### config.mk
export PLATFORM = sky130hd
export DESIGN_NAME = svp_div_cell
export DESIGN_NICKNAME = d
export VERILOG_FILES = /design/src/hdl/assert_macros.svh /design/src/hdl/svp_pkg.sv /design/src/hdl/svp_div_cell.sv
export SDC_FILE = /design/constraint.sdc
export NUM_CORES = 1
export LEC_CHECK = 0
export ABC_AREA = 1
export BUFFER_PORTS_ARGS = -buffer_cell sky130_fd_sc_hd__buf_4
export CORE_UTILIZATION = 40
export DETAILED_ROUTE_END_ITERATION = 6
export GPL_ROUTABILITY_DRIVEN = 0
export SLEW_MARGIN = 15
export SYNTH_ARGS = -nofsm -noshare
export SYNTH_HDL_FRONTEND = slang
export SYNTH_SLANG_ARGS = --single-unit
### constraint.sdc
create_clock -name i_clk -period 2.8 [get_ports i_clk]
set_input_delay 0.56 -clock i_clk [delete_from_list [all_inputs] [get_ports i_clk]]
set_output_delay 0.56 -clock i_clk [all_outputs]
set_load 0.01 [all_outputs]
### src/hdl/assert_macros.svh
// assertion macros for the rtl files
`ifndef ASSERT_MACROS_SVH
`define ASSERT_MACROS_SVH

`ifndef NO_ASSERTIONS

// expression holds at every clock edge outside reset
`define SVP_ASSERT(lbl, clk, rst_n, expr) \
    lbl: assert property (@(posedge clk) disable iff (!rst_n) (expr)) \
        else $error("svp assertion failed");

// consequent holds in the same cycle as the antecedent
`define SVP_ASSERT_IMPL(lbl, clk, rst_n, ante, cons) \
    lbl: assert property (@(posedge clk) disable iff (!rst_n) (ante) |-> (cons)) \
        else $error("svp assertion failed");

// consequent holds in the cycle after the antecedent
`define SVP_ASSERT_NEXT(lbl, clk, rst_n, ante, cons) \
    lbl: assert property (@(posedge clk) disable iff (!rst_n) (ante) |=> (cons)) \
        else $error("svp assertion failed");

`else

`define SVP_ASSERT(lbl, clk, rst_n, expr)
`define SVP_ASSERT_IMPL(lbl, clk, rst_n, ante, cons)
`define SVP_ASSERT_NEXT(lbl, clk, rst_n, ante, cons)

`endif

`endif

### src/hdl/svp_pkg.sv
// shared types and constants for the spatial volume and pan block
`default_nettype none

package svp_pkg;

    localparam int VOICE_COUNT = 16;

    localparam int VOICE_W  = 4;
    localparam int COORD_W  = 24;
    localparam int YAW_W    = 16;
    localparam int RAD_W    = 23;
    localparam int VOL_W    = 15;
    localparam int PAN_W    = 7;
    localparam int CFG_IDX_W = 3;

    localparam int DIFF_W   = 25;
    localparam int SQ_W     = 50;
    localparam int M49_W    = 36;
    localparam int PROD_W   = 61;

    localparam int OPND_W   = 86;
    localparam int ROOT_W   = 43;
    localparam int REM_W    = 45;
    localparam int SQRT_STEPS = 43;

    localparam int D14_W    = 31;
    localparam int DV_W     = 27;
    localparam int PXZ_W    = 42;
    localparam int NUM_W    = 44;

    localparam int DIV_W    = 56;
    localparam int QUO_W    = 16;
    localparam int DIV_STEPS = 16;

    localparam int T_W      = 15;
    localparam int TRIG_W   = 17;

    // configuration register indexes
    localparam logic [CFG_IDX_W-1:0] CFG_LISTENER_X   = 3'd0;
    localparam logic [CFG_IDX_W-1:0] CFG_LISTENER_Y   = 3'd1;
    localparam logic [CFG_IDX_W-1:0] CFG_LISTENER_Z   = 3'd2;
    localparam logic [CFG_IDX_W-1:0] CFG_LISTENER_YAW = 3'd3;
    localparam logic [CFG_IDX_W-1:0] CFG_HEARING_RAD  = 3'd4;

    localparam logic [RAD_W-1:0] RADIUS_RESET = 23'd1048576;

    localparam logic [PAN_W-1:0] PAN_CENTER = 7'd63;
    localparam logic [PAN_W-1:0] PAN_MAX    = 7'd127;

    // quarter-wave sine polynomial coefficients, q14
    localparam logic [14:0] SIN_A = 15'd25736;
    localparam logic [13:0] SIN_B = 14'd10512;
    localparam logic [10:0] SIN_C = 11'd1160;
    localparam logic [YAW_W-1:0] QUARTER_TURN = 16'd16384;

    typedef struct packed {
        logic [OPND_W-1:0] opnd;
        logic [REM_W-1:0]  rem;
        logic [ROOT_W-1:0] root;
    } t_sqrt;

    typedef struct packed {
        logic [DIV_W-1:0] rem;
        logic [DIV_W-1:0] dsh;
        logic [QUO_W-1:0] quo;
    } t_div;

    typedef struct packed {
        logic [VOICE_W-1:0] voice;
        logic [VOL_W-1:0]   m;
        logic [DIFF_W-1:0]  dx;
        logic [DIFF_W-1:0]  dz;
        logic               szero;
    } t_sq_side;

    typedef struct packed {
        logic [VOICE_W-1:0] voice;
        logic [VOL_W-1:0]   m;
        logic               szero;
        logic               npos;
        logic               ovf_v;
        logic               ovf_p;
    } t_dv_side;

endpackage

`default_nettype wire

### src/hdl/svp_div_cell.sv
// one quotient bit of the restoring division chain
`default_nettype none

module svp_div_cell import svp_pkg::*; (
    input  wire logic i_clk,
    input  wire logic i_en,
    input  wire t_div i_d,
    output t_div      o_q
);

    logic w_ge;
    t_div n_q;
    t_div r_q;

    assign w_ge = (i_d.rem >= i_d.dsh);

    always_comb begin
        n_q.rem = w_ge ? (i_d.rem - i_d.dsh) : i_d.rem;
        n_q.dsh = {1'b0, i_d.dsh[DIV_W-1:1]};
        n_q.quo = {i_d.quo[QUO_W-2:0], w_ge};
    end

    always_ff @(posedge i_clk) begin
        if (i_en) begin
            r_q <= n_q;
        end
    end

    assign o_q = r_q;

endmodule

`default_nettype wire

==> flow_metrics.py <==
metrics = {
    "setup_path": {
        "cpPeakStageDelay_ns": 0.35,
        "criticalPathCategory": "in -> reg",
        "worst-endpoint-arrival_ns": 2.56,
        "cp_common_cell": "nor2_1",
        "worstPathRequired_ns": 2.98,
        "endpoint_kind": "flip-flop",
        "cp_cell_sequence": "buf_4 > inv_1 > ha_1 > nand2_1 > inv_1 > a21oi_1 > nor2_1 > nor2_1 > nand3_1 > nor2_1 > nand2_4 > buf_12 > nand3_1 > nand2_1",
        "slowest_stage": "ha_1",
        "critPathMaxFanout": 17,
        "startpoint_type": "input port",
    },
    "min_path": {
        "hold_path.class": "in -> reg",
    },
    "final_layout": {
        "syn_to_final_growth_pct": 33.6,
        "largest_register_ffs": 127,
        "instances_no_fill": 2168,
        "utilization_pct": 54.5,
        "final_nets": 2018,
        "diodes": 0,
        "drive_gt1_share_pct": 19.8,
    },
    "clock_tree": {
        "numCtsBuffers": 17,
        "cts_sinks": 127,
        "post_cts.repair.setup_buffers": 0,
        "clkTransAtPathRegs_ns": 0.07,
        "cts-root-buf": "clkbuf_16",
        "cts_resized": 0,
        "hold_buffers": 0,
        "htreeDepth": 4,
        "cts_tree": "yes",
        "clockBufferDepth": 2,
    },
    "pwr": {
        "p_sw_w": 0.00225,
        "p_int_w": 0.00448,
        "power-per-cell-area_nw_per_um2": 506,
        "comb_power_share_pct": 31.0,
        "p_seq_share_pct": 35.7,
        "vdd_drop_max_mv": 0.340,
        "clkPwrFrac_pct": 33.3,
        "switching_share_pct": 33.4,
        "leakage_nw": 7.59,
    },
    "synth": {
        "yosysWarningCount": 0,
        "synth-simple-area-share_pct": 35.1,
        "synth_edf_count": 127,
        "ys_types": 26,
        "netlist.area_leader.share_pct": 38.3,
        "syn_area_per_cell_um2": 6.61,
        "synth_top_area_cell": "edfxtp_1",
        "synthAdderAreaFrac_pct": 7.24,
        "ys_seq_elements": 127,
        "syn-cell-area_um2": 9960,
        "synth_nets": 1693,
        "synth_xor_area_share_pct": 2.55,
        "synth_mux_area_share_pct": 0,
        "async_reset_ff_share_pct": 0,
        "synth_top_family_by_area": "simple AND/OR/NAND/NOR gates",
        "synth_cells": 1506,
        "synth-compound-area-share_pct": 1.88,
        "synth.area.top_cells": "edfxtp_1 (38%), nand2_1 (25%), inv_1 (14%)",
        "yosysSeqAreaShare_pct": 38.3,
        "synth_ff_type": "edfxtp_1",
    },
    "route": {
        "ant_nets": 0,
        "wirelength_um": 29800,
        "viasPerCell": 4.57,
        "vias": 9898,
        "drc": 0,
        "drt_pass1_iterations": 5,
        "drtIter0Drc": 814,
        "wl_per_cell_um": 13.8,
    },
    "placed_design": {
        "dp_worst_setup_slack_ns": 0.0261,
        "dp_hpwl_um": 24500,
        "port_buffers": 255,
        "dp_cells": 2136,
    },
    "timing": {
        "fin_ws_ns": 0.416,
        "fmaxAchievable_ghz": 0.419,
        "tns_ns": 0,
        "post-route-min-period_ns": 2.38,
        "finalHoldViolations": 0,
        "setup_viol": 0,
        "slew_viol_final": 0,
        "min_period_over_period_pct": 85.2,
        "rsz0062_at_grt": "no",
    },
    "floorplan": {
        "rows": 57,
        "io-pin-count": 258,
        "dieArea_um2": 25500,
        "core_um2": 24400,
        "die_height_um": 160,
        "fp.dieW_um": 160,
        "initial_utilization_pct": 40.8,
    },
    "grt": {
        "grt_first_pass_wirelength_um": 46800,
        "antenna_found_initial": 0,
        "first_global_vias": 9356,
        "grt_max_degree": 73,
        "overflow": 0,
        "grt_usage_pct": 23.6,
    },
    "outcome": {
        "outcome": "finished clean",
    },
    "run": {
        "cap_violations": 0,
    },
}
critical path, delay by kind of cell:
family | cells | cell delay (ns)
AOI/OAI and AO/OA | 1 | 0.19
buffers and inverters | 4 | 0.37
adders and majority gates | 1 | 0.35
and+or+nand+nor | 8 | 1.08
cells in the mapped netlist, types with 2 or more instances:
master / number
ha_1: 56
nand2_1: 672
nand4_1: 10
nor2_1: 97
o21ai_0: 4
nor3_1: 5
nand3_1: 71
a21oi_1: 31
buf_6: 7
inv_2: 5
inv_1: 362
xor2_1: 28
buf_2: 4
nand3b_2: 2
nand3b_1: 10
edfxtp_1: 127
nor2_2: 6
cells in the final DEF, fill, tap and decap left out, drive strengths merged:
cell type / n
nand3: 71
conb: 1
a21oi: 31
buf: 318
nand3b: 12
inv: 375
clkinv: 3
nor3: 5
o21ai: 5
xor2: 28
nand2: 673
ha: 56
or2: 1
nor2: 104
fa: 1
a21o: 1
bufinv: 1
clkbuf: 17
nand4: 10
clkinvlp: 3
edfxtp: 127
xnor2: 1
stage by stage:
stage | area, um2 | hold slack [ns] | power, W
2_1_floorplan | 9960 | 0.659 | 0.00355
3_3_place_gp | 12700 | 0.738 | 0.00449
3_5_place_dp | 12700 | 0.739 | 0.00451
4_1_cts | 13300 | 0.289 | 0.00678
5_1_grt | 13300 | 0.288 | 0.00710
6_report | 13300 | 0.301 | 0.00673
power by group through the flow:
stage          combinational, W  sequential [W]  clock [W]
2_1_floorplan          0.000992         0.00256          0
5_1_grt                 0.00231         0.00242    0.00237
6_report                0.00209         0.00240    0.00224
4_1_cts                 0.00208         0.00241    0.00229
3_5_place_dp            0.00207         0.00244          0
3_3_place_gp            0.00205         0.00244          0
kinds of logic after synthesis:
kind of cell / after synthesis
other cells: 1
buf+inv: 379
compound gates: 37
fa+ha+maj: 57
xor+xnor: 29
simple gates: 876
flops: 127
final timing paths:
kind	slack [ns]	end	cells after the start	startpoint
max	0.42	o_q[121]	14	i_d[67]
min	0.30	o_q[14]	1	i_d[13]
layer usage:
metal  global-route usage (%)  share of wire (%)  wire (um)
met1                     32.9                 47      14000
met2                     36.4                 42      12700
met3                     4.65                8.5       2540
met4                     8.10                2.2        658
met5                        0                  0          0
area by class of cell:
| class | count | area (um2) |
|---|---|---|
| clock buffer | 17 | 425 |
| sequential | 127 | 3810 |
| timing repair buffer | 318 | 2470 |
| fill | 2461 | 11100 |
| multi-input combinational | 1000 | 4660 |
| tap | 324 | 405 |
| clock inverter | 15 | 150 |
| inverter | 367 | 1380 |
No activity file was read; power rests on OpenSTA's default activity.
