**src/hdl/assert_macros.svh**
```systemverilog
// assertion macros for the rtl files
`ifndef ASSERT_MACROS_SVH
`define ASSERT_MACROS_SVH

`ifndef NO_ASSERTIONS

// expression holds at every clock edge outside reset
`define SVP_ASSERT(lbl, clk, rst_n, expr) \
    lbl: assert property (@(posedge clk) disable iff (!rst_n) (expr)) \
        else $error("svp assertion failed");

// consequent holds in the same cycle as the antecedent
`define SVP_ASSERT_IMPL(lbl, clk, rst_n, ante, cons) \
    lbl: assert property (@(posedge clk) disable iff (!rst_n) (ante) |-> (cons)) \
        else $error("svp assertion failed");

// consequent holds in the cycle after the antecedent
`define SVP_ASSERT_NEXT(lbl, clk, rst_n, ante, cons) \
    lbl: assert property (@(posedge clk) disable iff (!rst_n) (ante) |=> (cons)) \
        else $error("svp assertion failed");

`else

`define SVP_ASSERT(lbl, clk, rst_n, expr)
`define SVP_ASSERT_IMPL(lbl, clk, rst_n, ante, cons)
`define SVP_ASSERT_NEXT(lbl, clk, rst_n, ante, cons)

`endif

`endif

```
**src/hdl/svp_pkg.sv**
```systemverilog
// shared types and constants for the spatial volume and pan block
`default_nettype none

package svp_pkg;

    localparam int VOICE_COUNT = 16;

    localparam int VOICE_W  = 4;
    localparam int COORD_W  = 24;
    localparam int YAW_W    = 16;
    localparam int RAD_W    = 23;
    localparam int VOL_W    = 15;
    localparam int PAN_W    = 7;
    localparam int CFG_IDX_W = 3;

    localparam int DIFF_W   = 25;
    localparam int SQ_W     = 50;
    localparam int M49_W    = 36;
    localparam int PROD_W   = 61;

    localparam int OPND_W   = 86;
    localparam int ROOT_W   = 43;
    localparam int REM_W    = 45;
    localparam int SQRT_STEPS = 43;

    localparam int D14_W    = 31;
    localparam int DV_W     = 27;
    localparam int PXZ_W    = 42;
    localparam int NUM_W    = 44;

    localparam int DIV_W    = 56;
    localparam int QUO_W    = 16;
    localparam int DIV_STEPS = 16;

    localparam int T_W      = 15;
    localparam int TRIG_W   = 17;

    // configuration register indexes
    localparam logic [CFG_IDX_W-1:0] CFG_LISTENER_X   = 3'd0;
    localparam logic [CFG_IDX_W-1:0] CFG_LISTENER_Y   = 3'd1;
    localparam logic [CFG_IDX_W-1:0] CFG_LISTENER_Z   = 3'd2;
    localparam logic [CFG_IDX_W-1:0] CFG_LISTENER_YAW = 3'd3;
    localparam logic [CFG_IDX_W-1:0] CFG_HEARING_RAD  = 3'd4;

    localparam logic [RAD_W-1:0] RADIUS_RESET = 23'd1048576;

    localparam logic [PAN_W-1:0] PAN_CENTER = 7'd63;
    localparam logic [PAN_W-1:0] PAN_MAX    = 7'd127;

    // quarter-wave sine polynomial coefficients, q14
    localparam logic [14:0] SIN_A = 15'd25736;
    localparam logic [13:0] SIN_B = 14'd10512;
    localparam logic [10:0] SIN_C = 11'd1160;
    localparam logic [YAW_W-1:0] QUARTER_TURN = 16'd16384;

    typedef struct packed {
        logic [OPND_W-1:0] opnd;
        logic [REM_W-1:0]  rem;
        logic [ROOT_W-1:0] root;
    } t_sqrt;

    typedef struct packed {
        logic [DIV_W-1:0] rem;
        logic [DIV_W-1:0] dsh;
        logic [QUO_W-1:0] quo;
    } t_div;

    typedef struct packed {
        logic [VOICE_W-1:0] voice;
        logic [VOL_W-1:0]   m;
        logic [DIFF_W-1:0]  dx;
        logic [DIFF_W-1:0]  dz;
        logic               szero;
    } t_sq_side;

    typedef struct packed {
        logic [VOICE_W-1:0] voice;
        logic [VOL_W-1:0]   m;
        logic               szero;
        logic               npos;
        logic               ovf_v;
        logic               ovf_p;
    } t_dv_side;

endpackage

`default_nettype wire

```
**src/hdl/svp_trig.sv**
```systemverilog
// pipelined q14 sine of a 16-bit turn angle, fifth-order polynomial
`default_nettype none

module svp_trig import svp_pkg::*; (
    input  wire logic                i_clk,
    input  wire logic [YAW_W-1:0]    i_angle,
    output logic signed [TRIG_W-1:0] o_sin
);

    logic [T_W-1:0]   w_t;
    logic [29:0]      w_tt;
    logic [25:0]      w_pc;
    logic [28:0]      w_pi;
    logic [29:0]      w_ps;
    logic signed [TRIG_W-1:0] w_s;

    logic [T_W-1:0] r1_t, r1_t2;
    logic           r1_neg;
    logic [T_W-1:0] r2_t, r2_t2;
    logic [13:0]    r2_inner;
    logic           r2_neg;
    logic [T_W-1:0] r3_t, r3_x;
    logic           r3_neg;
    logic signed [TRIG_W-1:0] r4_sin;

    // odd quadrants mirror the angle
    assign w_t  = i_angle[14] ? (15'd16384 - {1'b0, i_angle[13:0]}) : {1'b0, i_angle[13:0]};
    assign w_tt = w_t * w_t;
    assign w_pc = r1_t2 * SIN_C;
    assign w_pi = r2_t2 * r2_inner;
    assign w_ps = r3_t * r3_x;
    assign w_s  = $signed({1'b0, w_ps[29:14]});

    always_ff @(posedge i_clk) begin
        r1_t     <= w_t;
        r1_t2    <= w_tt[28:14];
        r1_neg   <= i_angle[15];
        r2_t     <= r1_t;
        r2_t2    <= r1_t2;
        r2_inner <= SIN_B - {3'd0, w_pc[24:14]};
        r2_neg   <= r1_neg;
        r3_t     <= r2_t;
        r3_x     <= SIN_A - w_pi[28:14];
        r3_neg   <= r2_neg;
        r4_sin   <= r3_neg ? -w_s : w_s;
    end

    assign o_sin = r4_sin;

endmodule

`default_nettype wire
```
**config.mk**
```make
export PLATFORM = sky130hd
export DESIGN_NAME = svp_trig
export DESIGN_NICKNAME = d
export VERILOG_FILES = /design/src/hdl/assert_macros.svh /design/src/hdl/svp_pkg.sv /design/src/hdl/svp_trig.sv
export SDC_FILE = /design/constraint.sdc
export NUM_CORES = 1
export LEC_CHECK = 0
export ABC_AREA = 1
export BUFFER_PORTS_ARGS = -buffer_cell sky130_fd_sc_hd__buf_2
export CORE_MARGIN = 5
export CORE_UTILIZATION = 45
export DETAILED_ROUTE_END_ITERATION = 10
export GPL_TIMING_DRIVEN = 0
export PLACE_DENSITY = 0.57
export REMOVE_ABC_BUFFERS = 1
export SYNTH_ARGS = -nofsm -noshare
export SYNTH_HDL_FRONTEND = slang
export SYNTH_SLANG_ARGS = --single-unit
```
**constraint.sdc**
```tcl
create_clock -name i_clk -period 7.3 [get_ports i_clk]
set_clock_uncertainty 0.2 [all_clocks]
set_input_delay 0.73 -clock i_clk [delete_from_list [all_inputs] [get_ports i_clk]]
set_output_delay 0.73 -clock i_clk [all_outputs]
set_load 0.05 [all_outputs]
```
==> results.sh <==
export IMPL_outcome="completed"
export IMPL_worstSetupStartpointType="input pin"
export IMPL_drt_first_pass_iters=5
export IMPL_ys_ff_latch=122
export IMPL_clock_tree_buf_depth=2
export IMPL_post_cts_hold_buffer_count=0
export IMPL_diodes=0
export IMPL_cts_made_buffers=17
export IMPL_critPathRequiredTime_ps=7420
export IMPL_clk_latency_ps=430
export IMPL_postSynth_topFlopCell="dfxtp_1"
export IMPL_synthArstFlopShare=0
export IMPL_worst_setup_path_type="input pin to flop"
export IMPL_synth_enable_flop_cells=0
export IMPL_port_buffers=33
export IMPL_antenna_found_initial=0
export IMPL_core_rowCount=89
export IMPL_setup_tns_ps=0
export IMPL_die_area_mm2=0.06410
export IMPL_seq_area_frac_synth=0.09178
export IMPL_tritoncts_num_sinks=122
export IMPL_globalRouteTotalUtil=0.1975
export IMPL_grt_pass1_vias=21060
export IMPL_route_detailed_vias_per_inst=4.713
export IMPL_fmax_mhz=141.6
export IMPL_syn2layout_area_growth_pct=6.517
export IMPL_max_stage_delay_ps=560
export IMPL_num_vias=20550
export IMPL_dp_final_hpwl_mm=49.96
export IMPL_grt_pass1_wl_mm=103.7
export IMPL_initial_core_util=0.4526
export IMPL_critical_path_max_fanout=3
export IMPL_tightest_slew_ps=973.2
export IMPL_route_detailed_wl_per_inst_um=13.78
export IMPL_slew_headroom=0.3503
export IMPL_dieHeight_um=253.2
export IMPL_drt_initial_drc_count=1016
export IMPL_timing_max_cap_violations=0
export IMPL_grt_start_max_net_pins=18
export IMPL_gpl_final_weighted_congestion=0.8875
export IMPL_grt_remaining_overflow=0
export IMPL_clockRootBuffer="clkbuf_16"
export IMPL_crit_path_end_kind="flop"
export IMPL_cts_tree="done"
export IMPL_syn_mean_instance_area_um2=7.452
export IMPL_setup_violations_final=0
export IMPL_min_period_over_period=0.9675
export IMPL_period_needed_ps=7063
export IMPL_critical_path_arrival_ps=7180
export IMPL_route_detailed_drc=0
export IMPL_yosysWarningCount=0
export IMPL_layout_drive_gt1_share=0.04657
export IMPL_num_ports=34
export IMPL_syn_instance_count=3571
export IMPL_layout_nets=4367
export IMPL_yosys_cell_types_count=48
export IMPL_n_fill_cell=6100
export IMPL_hold_viol_final=0
export IMPL_count_of_antenna_violating_nets_left_after_detailed_routing=0
export IMPL_clk_pin_slew_ps=60
export IMPL_maxSlewViolCount=0
export IMPL_timing_hold_worst_class="flop to flop"
export IMPL_die_x_um=253.2
export IMPL_cts_htree_levels=4
export IMPL_wirelength_mm=60.06
export IMPL_cp_slowest_cell="fa_1"
export IMPL_syn_cell_area_mm2=0.02661
export IMPL_floorplan_core_area_mm2=0.05880
layout make-up:
| type | count | area [µm²] | area share |
|---|---|---|---|
| Clock inverter | 15 | 148.9 | 0.005253 |
| Clock buffer | 17 | 425.4 | 0.01501 |
| Inverter | 1041 | 3933 | 0.1387 |
| Tap cell | 773 | 967.2 | 0.03412 |
| Multi-Input combinational cell | 2348 | 20180 | 0.7119 |
| Timing Repair Buffer | 43 | 246.5 | 0.008696 |
| Sequential cell | 122 | 2445 | 0.08625 |
synth_stat cells, drive strengths merged (2+ instances only):
master  number  share of area
a21boi       2        0.00056
a21o         5         0.0014
a21oi       89          0.017
and2         2        0.00047
buf          7         0.0013
clkbuf      60         0.0085
conb         2        0.00028
dfxtp      122          0.092
fa         446           0.34
ha         331           0.16
inv       1040           0.15
nand2      993           0.14
nand3       93          0.019
nand3b      12         0.0034
nand4       29         0.0071
nor2       186          0.028
nor3        17         0.0039
nor4         6         0.0020
o211ai       3        0.00085
o21a         3        0.00085
o21ai       35         0.0067
o21bai      11         0.0032
o221ai       2        0.00066
o31ai        3        0.00085
or2          5         0.0012
xnor2       22         0.0075
xor2        39          0.013
stage by stage:
stage | instances | hold slack (ps) | cell area, µm² | setup slack [ps] | util
floorplan | 3511 | 109.6 | 26380 | 477.1 | -
global placement | 4317 | 109.7 | 27510 | -1163 | 0.4679
detailed placement | 4317 | 112.1 | 27510 | -1047 | 0.4679
CTS | 4352 | 124.6 | 28170 | 3.373 | 0.4791
global route | 4359 | 129.8 | 28340 | -36.90 | 0.4821
finish | 4359 | 123.5 | 28340 | 237.3 | 0.4821
what timing repair did:
| item | CTS | global route |
|---|---|---|
| pin swaps | 3 | 9 |
| setup endpoints to repair | 15 | 16 |
| buffers inserted | 3 | 7 |
| endpoints found under the hold margin | 0 | 0 |
| resized for setup | 13 | 31 |
cell usage in the layout (no fill, tap or decap), types with 4 or more instances in the layout:
cell and n:
dfxtp_1 120, a21oi_1 87, inv_6 5, nor3_1 12, conb_1 9, buf_4 10
a21o_1 5, inv_2 7, inv_8 6, fa_1 445, nor2_1 168, nand3_1 84
nor3_2 4, nand3b_1 12, nand3_2 9, nand2_2 24, nor2_2 15, xor2_1 37
nor4_1 5, nand4_1 28, buf_2 32, o21ai_0 30, nand2_1 968, inv_1 1029
ha_1 328, xnor2_1 21, clkinvlp_4 4, o21bai_1 10, or2_2 5, clkbuf_16 17
path summary, 6_finish.rpt:
path	startpoint	to	slack, ps	depth (start not counted)
setup reg to reg	r2_t2[9]	r3_x[14]	460	25
hold reg to reg	r1_t[12]	r2_t[12]	120	0
setup / recovery	i_angle[1]	r1_t2[14]	240	33
hold / removal	r1_t[12]	r2_t[12]	120	0
registers in the layout (all words and copies together), names as in the netlist:
signal	flops
r2_inner	12
r3_neg	1
r2_t	15
r2_t2	15
r3_x	15
r1_t2	15
r1_neg	1
r2_neg	1
o_sin	17
r1_t	15
r3_t	15
per-layer routing:
layer | global-route usage | up-vias | wire, µm | part of all wire
li1 | - | 10360 | - | -
met1 | 0.2779 | 9822 | 28480 | 0.47
met5 | 0 | - | 0 | 0
met3 | 0.01869 | 48 | 1958 | 0.033
met2 | 0.3399 | 314 | 28960 | 0.48
met4 | 0.03116 | 0 | 668 | 0.011
kinds of logic (layout without fill, tap and decap cells):
group,after synthesis,count (layout),synth area share
DFF,122,122,0.09178
AOI/OAI and AO/OA,157,157,0.03320
buffers and inverters,1108,1116,0.1567
xor gates and xnor gates,61,61,0.02036
adders and majority gates,777,777,0.4912
other,2,9,0.0002822
and+or+nand+nor,1344,1344,0.2066
worst max-delay path, delay by kind of cell:
family / cells / cell delay, ps
compound gates: 3 / 540
xor+xnor: 1 / 130
fa+ha+maj: 8 / 3590
buf+inv: 9 / 790
simple gates: 12 / 1370
Power is not shown: default switching activity piles up to over one toggle a cycle in this logic, so the estimate is an artifact.
