--- src/hdl/assert_macros.svh ---
// assertion macros for the rtl files
`ifndef ASSERT_MACROS_SVH
`define ASSERT_MACROS_SVH

`ifndef NO_ASSERTIONS

// expression holds at every clock edge outside reset
`define SVP_ASSERT(lbl, clk, rst_n, expr) \
    lbl: assert property (@(posedge clk) disable iff (!rst_n) (expr)) \
        else $error("svp assertion failed");

// consequent holds in the same cycle as the antecedent
`define SVP_ASSERT_IMPL(lbl, clk, rst_n, ante, cons) \
    lbl: assert property (@(posedge clk) disable iff (!rst_n) (ante) |-> (cons)) \
        else $error("svp assertion failed");

// consequent holds in the cycle after the antecedent
`define SVP_ASSERT_NEXT(lbl, clk, rst_n, ante, cons) \
    lbl: assert property (@(posedge clk) disable iff (!rst_n) (ante) |=> (cons)) \
        else $error("svp assertion failed");

`else

`define SVP_ASSERT(lbl, clk, rst_n, expr)
`define SVP_ASSERT_IMPL(lbl, clk, rst_n, ante, cons)
`define SVP_ASSERT_NEXT(lbl, clk, rst_n, ante, cons)

`endif

`endif

--- src/hdl/svp_pkg.sv ---
// shared types and constants for the spatial volume and pan block
`default_nettype none

package svp_pkg;

    localparam int VOICE_COUNT = 16;

    localparam int VOICE_W  = 4;
    localparam int COORD_W  = 24;
    localparam int YAW_W    = 16;
    localparam int RAD_W    = 23;
    localparam int VOL_W    = 15;
    localparam int PAN_W    = 7;
    localparam int CFG_IDX_W = 3;

    localparam int DIFF_W   = 25;
    localparam int SQ_W     = 50;
    localparam int M49_W    = 36;
    localparam int PROD_W   = 61;

    localparam int OPND_W   = 86;
    localparam int ROOT_W   = 43;
    localparam int REM_W    = 45;
    localparam int SQRT_STEPS = 43;

    localparam int D14_W    = 31;
    localparam int DV_W     = 27;
    localparam int PXZ_W    = 42;
    localparam int NUM_W    = 44;

    localparam int DIV_W    = 56;
    localparam int QUO_W    = 16;
    localparam int DIV_STEPS = 16;

    localparam int T_W      = 15;
    localparam int TRIG_W   = 17;

    // configuration register indexes
    localparam logic [CFG_IDX_W-1:0] CFG_LISTENER_X   = 3'd0;
    localparam logic [CFG_IDX_W-1:0] CFG_LISTENER_Y   = 3'd1;
    localparam logic [CFG_IDX_W-1:0] CFG_LISTENER_Z   = 3'd2;
    localparam logic [CFG_IDX_W-1:0] CFG_LISTENER_YAW = 3'd3;
    localparam logic [CFG_IDX_W-1:0] CFG_HEARING_RAD  = 3'd4;

    localparam logic [RAD_W-1:0] RADIUS_RESET = 23'd1048576;

    localparam logic [PAN_W-1:0] PAN_CENTER = 7'd63;
    localparam logic [PAN_W-1:0] PAN_MAX    = 7'd127;

    // quarter-wave sine polynomial coefficients, q14
    localparam logic [14:0] SIN_A = 15'd25736;
    localparam logic [13:0] SIN_B = 14'd10512;
    localparam logic [10:0] SIN_C = 11'd1160;
    localparam logic [YAW_W-1:0] QUARTER_TURN = 16'd16384;

    typedef struct packed {
        logic [OPND_W-1:0] opnd;
        logic [REM_W-1:0]  rem;
        logic [ROOT_W-1:0] root;
    } t_sqrt;

    typedef struct packed {
        logic [DIV_W-1:0] rem;
        logic [DIV_W-1:0] dsh;
        logic [QUO_W-1:0] quo;
    } t_div;

    typedef struct packed {
        logic [VOICE_W-1:0] voice;
        logic [VOL_W-1:0]   m;
        logic [DIFF_W-1:0]  dx;
        logic [DIFF_W-1:0]  dz;
        logic               szero;
    } t_sq_side;

    typedef struct packed {
        logic [VOICE_W-1:0] voice;
        logic [VOL_W-1:0]   m;
        logic               szero;
        logic               npos;
        logic               ovf_v;
        logic               ovf_p;
    } t_dv_side;

endpackage

`default_nettype wire

--- src/hdl/svp_sqrt_cell.sv ---
// one digit step of the bit-pair integer square root chain
`default_nettype none

module svp_sqrt_cell import svp_pkg::*; (
    input  wire logic  i_clk,
    input  wire logic  i_en,
    input  wire t_sqrt i_d,
    output t_sqrt      o_q
);

    logic [REM_W-1:0] w_sh;
    logic [REM_W-1:0] w_trial;
    logic             w_ge;
    t_sqrt            n_q;
    t_sqrt            r_q;

    // bring in the next two operand bits
    assign w_sh    = {i_d.rem[REM_W-3:0], i_d.opnd[OPND_W-1 -: 2]};
    assign w_trial = {i_d.root, 2'b01};
    assign w_ge    = (w_sh >= w_trial);

    always_comb begin
        n_q.opnd = {i_d.opnd[OPND_W-3:0], 2'b00};
        n_q.rem  = w_ge ? (w_sh - w_trial) : w_sh;
        n_q.root = {i_d.root[ROOT_W-2:0], w_ge};
    end

    always_ff @(posedge i_clk) begin
        if (i_en) begin
            r_q <= n_q;
        end
    end

    assign o_q = r_q;

endmodule

`default_nettype wire

--- config.mk ---
export PLATFORM = sky130hd
export DESIGN_NAME = svp_sqrt_cell
export DESIGN_NICKNAME = d
export VERILOG_FILES = /design/src/hdl/assert_macros.svh /design/src/hdl/svp_pkg.sv /design/src/hdl/svp_sqrt_cell.sv
export SDC_FILE = /design/constraint.sdc
export NUM_CORES = 1
export LEC_CHECK = 0
export BUFFER_PORTS_ARGS = -buffer_cell sky130_fd_sc_hd__buf_2
export CORE_ASPECT_RATIO = 0.7
export CORE_MARGIN = 3
export CORE_UTILIZATION = 25
export CTS_CLUSTER_DIAMETER = 200
export DETAILED_ROUTE_END_ITERATION = 16
export SETUP_SLACK_MARGIN = 0.02
export SYNTH_ARGS = -nofsm -noshare
export SYNTH_HDL_FRONTEND = slang
export SYNTH_SLANG_ARGS = --single-unit
export TNS_END_PERCENT = 10
--- constraint.sdc ---
create_clock -name i_clk -period 3.6 [get_ports i_clk]
set_clock_uncertainty 0.1 [all_clocks]
set_input_delay 0.54 -clock i_clk [delete_from_list [all_inputs] [get_ports i_clk]]
set_output_delay 0.54 -clock i_clk [all_outputs]
set_load 0.005 [all_outputs]
==> results of run 1 <==
## cells by family after synthesis
logic type,synth area share
flops,0.599
compound gates,0.112
simple gates,0.0622
buf+inv,0.0483
fa+ha+maj,0.0653
xor+xnor,0.0447
mux,0.0678
other cells,0.000435
## critical path, delay by kind of cell
kind	cells	cell delay (ps)
multiplexers	1	330
adder cells (fa/ha/maj)	1	440
AO/OA/AOI/OAI	5	1170
AND/OR/NAND/NOR	3	460
buffers and inverters	4	400
## power breakdown
| group | switching [mW] | internal (mW) |
|---|---|---|
| clock network | 0.947 | 0.937 |
| logic | 0.629 | 0.633 |
| registers | 0.0423 | 2.43 |
| total | 1.62 | 4.00 |
## stage by stage
stage               cell area (sq um)  hold WS (ps)  worst slack (ps)
detailed placement              11500           618              -147
finish                          12100           163               330
CTS                             12100           134               345
floorplan                        8630           539               240
global route                    12100           127               142
global placement                11500           616              -124
## cell usage in the layout (no fill, tap or decap), types with 27 or more instances in the layout
master and instances:
sky130_fd_sc_hd__ha_1 45, sky130_fd_sc_hd__nand2_1 31, sky130_fd_sc_hd__mux2_4 30, sky130_fd_sc_hd__buf_2 344
sky130_fd_sc_hd__nor2_1 34, sky130_fd_sc_hd__inv_1 57, sky130_fd_sc_hd__edfxtp_1 172, sky130_fd_sc_hd__xnor2_1 27
sky130_fd_sc_hd__buf_4 84, sky130_fd_sc_hd__a21oi_1 49
## synth_stat cells, types with 4 or more instances
cell type,n
sky130_fd_sc_hd__inv_1,57
sky130_fd_sc_hd__mux2_1,7
sky130_fd_sc_hd__nand2_1,31
sky130_fd_sc_hd__a211oi_1,4
sky130_fd_sc_hd__a31oi_1,7
sky130_fd_sc_hd__nor2_1,34
sky130_fd_sc_hd__clkbuf_1,10
sky130_fd_sc_hd__mux2_2,4
sky130_fd_sc_hd__o21ai_0,21
sky130_fd_sc_hd__mux2_4,30
sky130_fd_sc_hd__xnor2_1,27
sky130_fd_sc_hd__buf_12,4
sky130_fd_sc_hd__xor2_1,17
sky130_fd_sc_hd__and3_1,6
sky130_fd_sc_hd__nand4_1,11
sky130_fd_sc_hd__nor3_1,7
sky130_fd_sc_hd__ha_1,45
sky130_fd_sc_hd__a21o_1,26
sky130_fd_sc_hd__a21oi_1,49
sky130_fd_sc_hd__buf_4,5
sky130_fd_sc_hd__o21bai_1,6
sky130_fd_sc_hd__buf_2,4
sky130_fd_sc_hd__edfxtp_1,172
sky130_fd_sc_hd__nand3_1,5
## cell type report
class                   count  area (sq um)
clock buffers              17           425
repair buffers            433          2450
diodes                      3          7.51
flip-flops and latches    172          5160
well taps                 464           581
multi-input cells         390          3050
fillers                  3420         21700
clock inverters            15           165
inverters                  58           225
## metal layers
layer	wire, um	GRT usage
met3	1960	0.0569
met1	12300	0.185
met4	469	0.0410
met2	13300	0.244
met5	138	0
## worst max-delay path by stage
stage	from	to	slack [ps]
after CTS	i_d[11]	o_q[86]	350
after global routing	i_d[19]	o_q[85]	140
after floorplan	i_d[14]	o_q[48]	240
after global placement	i_d[11]	o_q[86]	-120
final	i_d[11]	o_q[86]	330
after detailed placement	i_d[11]	o_q[86]	-150
==> metrics list, run 1 <==
- Most Frequent Cell on Critical Path: sky130_fd_sc_hd__o211ai_2
- For this design the ratio of total power to cell area is 466 nW/um^2.
- The critical path is of the in -> reg type.
- Type of origin of the critical path: input port
* Placed Cells incl. Taps: ~1,500
* Final count of hold timing violations: 0
* Max Fanout on Critical Path: 13
- The initial antenna violation count is 13.
* Library cell contributing the largest single delay on the critical path: sky130_fd_sc_hd__o41a_1
* Chip Width: about 230 um
- Clock-pin slew was measured on the worst setup and hold paths at about 80 ps.
* Total chip power: roughly 5.6 mW
- The count of pins over their slew limit came to 0.
* Number of global-route vias before repair: about 6,700
- Area of the mapped netlist: around 8600 sq um
- IR analysis of the VDD net gives a maximum drop of 0.000299 V.
- Setup repair after global routing left no endpoint under its margin.
* Wire length of the first global-routing pass: a little over 40,000 um
- Measured slew at the worst slew-check pin: a little over 600 ps
* Final critical-path required period: 3270 ps
- Total iterations of the first detailed-routing run: 5
* Worst EP arrival: about 3400 ps
- Summed over all nets, the half-perimeter wirelength after detailed placement is 22,700 um.
- The path class of the tightest hold or removal check is in -> reg.
- Cells resized by post-CTS repair: 0
- In this run the core area contains 56 standard-cell rows.
- Avg Cell Area, Syn: ~13 sq um
- Aggregate global routing overflow: 0
- Critical Path Max Stage Delay: between 400 and 500 ps
- The longest clock path from root to sink contains 2 buffers.
* Number of standard cells in the final layout excluding fillers: 1,552
- Hold Crit Endpoint: o_q[154]
- In the final layout, the share of cells above drive strength 1 is 0.476.
- Achievable Freq: about 300 MHz
- Counting instances, the worst hold path has a depth of 1.
- The H-tree was split into 4 levels.
- P&R area growth vs syn: 39.9%
- Total wirelength of the detailed-routed design: around 28,000 um
* Gp weighted congestion: 0.815
* Slew margin rel.: 0.597
- Detailed-route via count: 6,721
- TritonCTS created 17 clock buffers.
* CTS Root Buffer Type: sky130_fd_sc_hd__clkbuf_16
- For this design the static power due to leakage is approximately 5.5 nW.
- Main flop type after synthesis: sky130_fd_sc_hd__edfxtp_1
* Clock Sinks: between 150 and 200
* Final sum of negative setup slack: 0 ps
- Synthesis inferred approximately 170 register bits.
- Hold repair after CTS inserted 0 buffers.
* Number of enable-type register cells in the synthesized netlist: around 170
- After detailed routing, the number of remaining DRC violations is 0.
- At the end of the flow, the number of nets in the layout was around 1,300.
* Crit path required time: between 3000 and 4000 ps
* Gate count after technology mapping: around 640
- The die covers between 30,000 and 40,000 sq um.
- Syn. warnings: 0
- Entering global routing, the biggest net connects 72 pins.
- The worst setup path is captured at a flip-flop.
- Outcome: complete, no violations
* Reported max-cap violation count: 0
* Fin crit share: 0.908
- Core Box Area: roughly 34,000 sq um
- Synthesis instantiated 62 different standard cells from the library.
- Critical-path cell list: buf_2, inv_1, ha_1, nand4_1, o211ai_2, a41oi_1, nor4_2, o22ai_2, o41a_1, o211ai_2, nand2_4, inv_8, buf_12, mux2_1
* Vias per cell: roughly 4.3
* CTS tree: built
- At the end of the flow the core is filled with cells to 0.357.
- In this run the count of I/O pins placed on the die edge is 350.
* Cell types with the largest area share after synthesis: sky130_fd_sc_hd__edfxtp_1 (60%), sky130_fd_sc_hd__ha_1 (6.5%), sky130_fd_sc_hd__mux2_4 (5.2%)
- IO buf count: 345
- In this run the vertical extent of the chip is approximately 160 um.
* Count of endpoints failing setup in the final report: 0
* Share of synthesized area occupied by flip-flops and latches: 0.599
- The share of synthesized area in the top cell type comes to 0.599.
* Fraction of synthesis flops using an asynchronous set or reset pin: 0
- In the global route stage, overall resource usage came out at 0.149.
- Once detail routing completed, the nets flagged for antenna violations numbered 0.
* Starting Density: 0.255
- Dividing the detail-routed wire length by the instance count gives ~18 um.
* Min-Delay Startpoint: i_d[152]
* Max FFs per register: around 170
- Iteration-0 DRC Markers: 333
- Of all cell types, the one taking the most synthesized area is sky130_fd_sc_hd__edfxtp_1.
* Buffers inserted by post-CTS timing repair: 0
No activity file was read; power rests on OpenSTA's default activity.
==> inputs of run 2 (changes only) <==
--- a/config.mk
+++ b/config.mk
@@ -8,9 +8,12 @@
 export BUFFER_PORTS_ARGS = -buffer_cell sky130_fd_sc_hd__buf_2
 export CORE_ASPECT_RATIO = 0.7
 export CORE_MARGIN = 3
-export CORE_UTILIZATION = 25
+export CORE_UTILIZATION = 49
 export CTS_CLUSTER_DIAMETER = 200
+export CTS_CLUSTER_SIZE = 8
 export DETAILED_ROUTE_END_ITERATION = 16
+export MAX_ROUTING_LAYER = met4
+export PLACE_DENSITY = 0.81
 export SETUP_SLACK_MARGIN = 0.02
 export SYNTH_ARGS = -nofsm -noshare
 export SYNTH_HDL_FRONTEND = slang
==> metrics list, run 2 (synthesis gave the netlist of run 1 again) <==
- Slew Limit Fails: 0 (unchanged)
* Buffers inserted by post-CTS timing repair: 0 (unchanged)
* Aggregate global routing overflow: 0 (unchanged)
- Final core utilization: 0.686 (+0.329)
* Internal power: 4.07 mW (+1.8%)
* # rows: 39 (-30%)
- Overall Global Routing Usage: 0.253 (+0.104)
* Sw frac: 0.267 (-0.0207)
- STA classifies the critical path endpoint as a flip-flop.
* Clock Power Share: 0.340 (+0.005)
- The total number of clock tree sinks is 172 (unchanged).
- Initial antenna violation count: 6 (-7)
* Ports: 350 (unchanged)
* Total wirelength of the detailed-routed design: 24,500 um (-13%)
- Number of nets in the layout: 1,258 (-2.7%)
- Clock buffer count from CTS: 17 (unchanged)
- Level count of the clock H-tree: 4 (unchanged)
- Measured slew at the worst slew-check pin: 770 ps (+166 ps)
* Max FFs per register: 172 (unchanged)
- Combinational share of power: 0.214 (-0.011)
* Final sum of negative setup slack: 0 ps (unchanged)
* Most common cell after layout, fill and taps aside: sky130_fd_sc_hd__buf_2
- For hold timing, the worst endpoint is o_q[137].
- The critical path data arrival time came to 3310 ps (-50 ps).
- Vias per cell: 5.29 (+22%)
- The net switching power figure was 1.48 mW (-8.2%).
- VDD IR-drop max: 0.000303 V (+1.4%)
- The maximum number of buffers from clock root to sink was 2 (unchanged).
- Crit path required time: 3670 ps (-20 ps)
- The share of cells above drive strength 1 is 0.458 (-0.0180).
- Type of origin of the critical path: input port
- Leakage Power: 5.31 nW (-3.1%)
- Clock slew seen by the registers of the worst setup and hold paths: 70 ps (about the same)
* P&R area growth vs syn: 33.5%
* Final routed wire length divided by cell count: 19.2 um (+5.7%)
* Outcome: complete, no violations
- Reported max-cap violation count: 0 (unchanged)
- The relative max-transition margin came to 0.487 (-0.110).
* Wire length of the first global-routing pass: 35,800 um (-12%)
* Core Box Area: 16,800 sq um (-50%)
- The maximum number of pins on one net before global-route repair is 80 (+11%).
- The vertical die dimension came to 117 um (-28%).
* Total iterations of the first detailed-routing run: 5 (unchanged)
* Count of antenna-violating nets left after detailed routing: 0 (unchanged)
- The post-cts sizing count was 0 (unchanged).
- Achievable Freq: 309 MHz (+0.90%)
- Fin crit share: 0.900 (-0.00810)
- Gp weighted congestion: 0.903 (+11%)
- The port buffer count was 345 (unchanged).
- Final critical-path required period: 3240 ps (-29.2 ps)
- Share of total power in sequential cells: 0.446 (+0.006)
* Full die area: 19,300 sq um (-48%)
* Unrepaired setup endpoints after global routing: no
* Count of endpoints failing setup in the final report: 0 (unchanged)
* CTS Root Buffer Type: sky130_fd_sc_hd__clkbuf_16
- The worst setup path is of the in -> reg kind.
- The top fanout value on the critical path came to 9 (-4).
* Worst Hold Class: in -> reg
- The die outline width came to 165 um (-28%).
- CTS tree: built
- The HPWL after detailed placement is 19,400 um (-14%).
- The number of global-route vias before repair was 6,618 (-1.5%).
- Most used cells in the layout excluding fill and tap cells: sky130_fd_sc_hd__buf_2 (344), sky130_fd_sc_hd__edfxtp_1 (172), sky130_fd_sc_hd__inv_1 (57), sky130_fd_sc_hd__a21oi_1 (49), sky130_fd_sc_hd__buf_4 (49)
* Iteration-0 DRC Markers: 487 (+46%)
* Detailed-route via count: 6,777 (+0.83%)
- Power per cell area: 482 nW/um^2 (+3.6%)
* Min-Delay Startpoint: i_d[135]
- DRC Markers: 0 (unchanged)
- The number of cells on the worst hold path is 1 (unchanged).
- The starting density of the core came to 0.514 (+0.258).
* Quantity of hold-fixing buffers added after cts: 0 (unchanged)
* Final count of hold timing violations: 0 (unchanged)
-- run 2: changes by cell type in the layout (fill, tap and decap cells not counted) --
| cell | change |
|---|---|
| sky130_fd_sc_hd__buf_4 | -35 |
| sky130_fd_sc_hd__buf_6 | +1 |
| sky130_fd_sc_hd__bufinv_16 | +2 |
| sky130_fd_sc_hd__clkbuf_8 | -1 |
| sky130_fd_sc_hd__clkinv_4 | -1 |
| sky130_fd_sc_hd__clkinv_8 | -2 |
| sky130_fd_sc_hd__clkinvlp_4 | +1 |
| sky130_fd_sc_hd__diode_2 | +4 |
| sky130_fd_sc_hd__inv_6 | +2 |
| sky130_fd_sc_hd__inv_8 | -3 |
-- run 2: layer usage --
metal / track usage / vias to the layer above / wire length [um] / part of all wire
met2: 0.415 / 280 / 12000 / 0.49
met4: 0.0659 / 0 / 452 / 0.018
li1: - / 3194 / - / -
met1: 0.309 / 3271 / 9800 / 0.40
met3: 0.0791 / 32 / 2240 / 0.091
met5: - / - / 0 / 0
-- run 2: worst max path at each step --
stage          startpoint       to  slack, ps  cells after the start
2_1_floorplan     i_d[14]  o_q[48]        240                     14
6_report          i_d[12]  o_q[83]        360                     14
3_3_place_gp      i_d[19]  o_q[85]       -100                     13
4_1_cts           i_d[14]  o_q[83]        350                     14
5_1_grt           i_d[19]  o_q[85]        100                     13
3_5_place_dp      i_d[14]  o_q[83]       -100                     14
-- run 2: stage by stage --
stage	setup WS (ps)	power [mW]	instances	hold slack (ps)	instance area (sq um)
4_1_cts	353	5.59	1274	170	11500
6_report	359	5.56	1281	186	11500
3_5_place_dp	-97.5	3.70	1243	618	10900
5_1_grt	99.8	5.78	1280	164	11500
3_3_place_gp	-105	3.67	1243	617	10900
2_1_floorplan	240	3.16	645	539	8630
-- run 2: final cells by class --
class	instances	area, sq um
fillers	1232	5270
repair buffers	398	2180
diodes	7	17.5
clock buffers	17	425
well taps	225	282
flip-flops and latches	172	5160
multi-input cells	390	3050
inverters	58	225
clock inverters	14	175
-- run 2: power groups by stage --
stage               clock network [mW]  logic [mW]  registers (mW)
global route                      1.99        1.30            2.50
global placement                     0        1.16            2.51
CTS                               1.92        1.19            2.48
finish                            1.89        1.19            2.48
floorplan                            0       0.608            2.55
detailed placement                   0        1.18            2.52
-- run 2: worst max-delay path, cell delays in order --
cell and delay (ps):
sky130_fd_sc_hd__buf_2 100, sky130_fd_sc_hd__inv_1 40, sky130_fd_sc_hd__ha_1 370, sky130_fd_sc_hd__a21oi_2 110
sky130_fd_sc_hd__o211ai_2 180, sky130_fd_sc_hd__a41oi_1 180, sky130_fd_sc_hd__nor4_2 190, sky130_fd_sc_hd__o22ai_2 140
sky130_fd_sc_hd__o41a_1 500, sky130_fd_sc_hd__o211ai_2 250, sky130_fd_sc_hd__nand2_4 100, sky130_fd_sc_hd__inv_8 110
sky130_fd_sc_hd__buf_4 150, sky130_fd_sc_hd__mux2_1 340
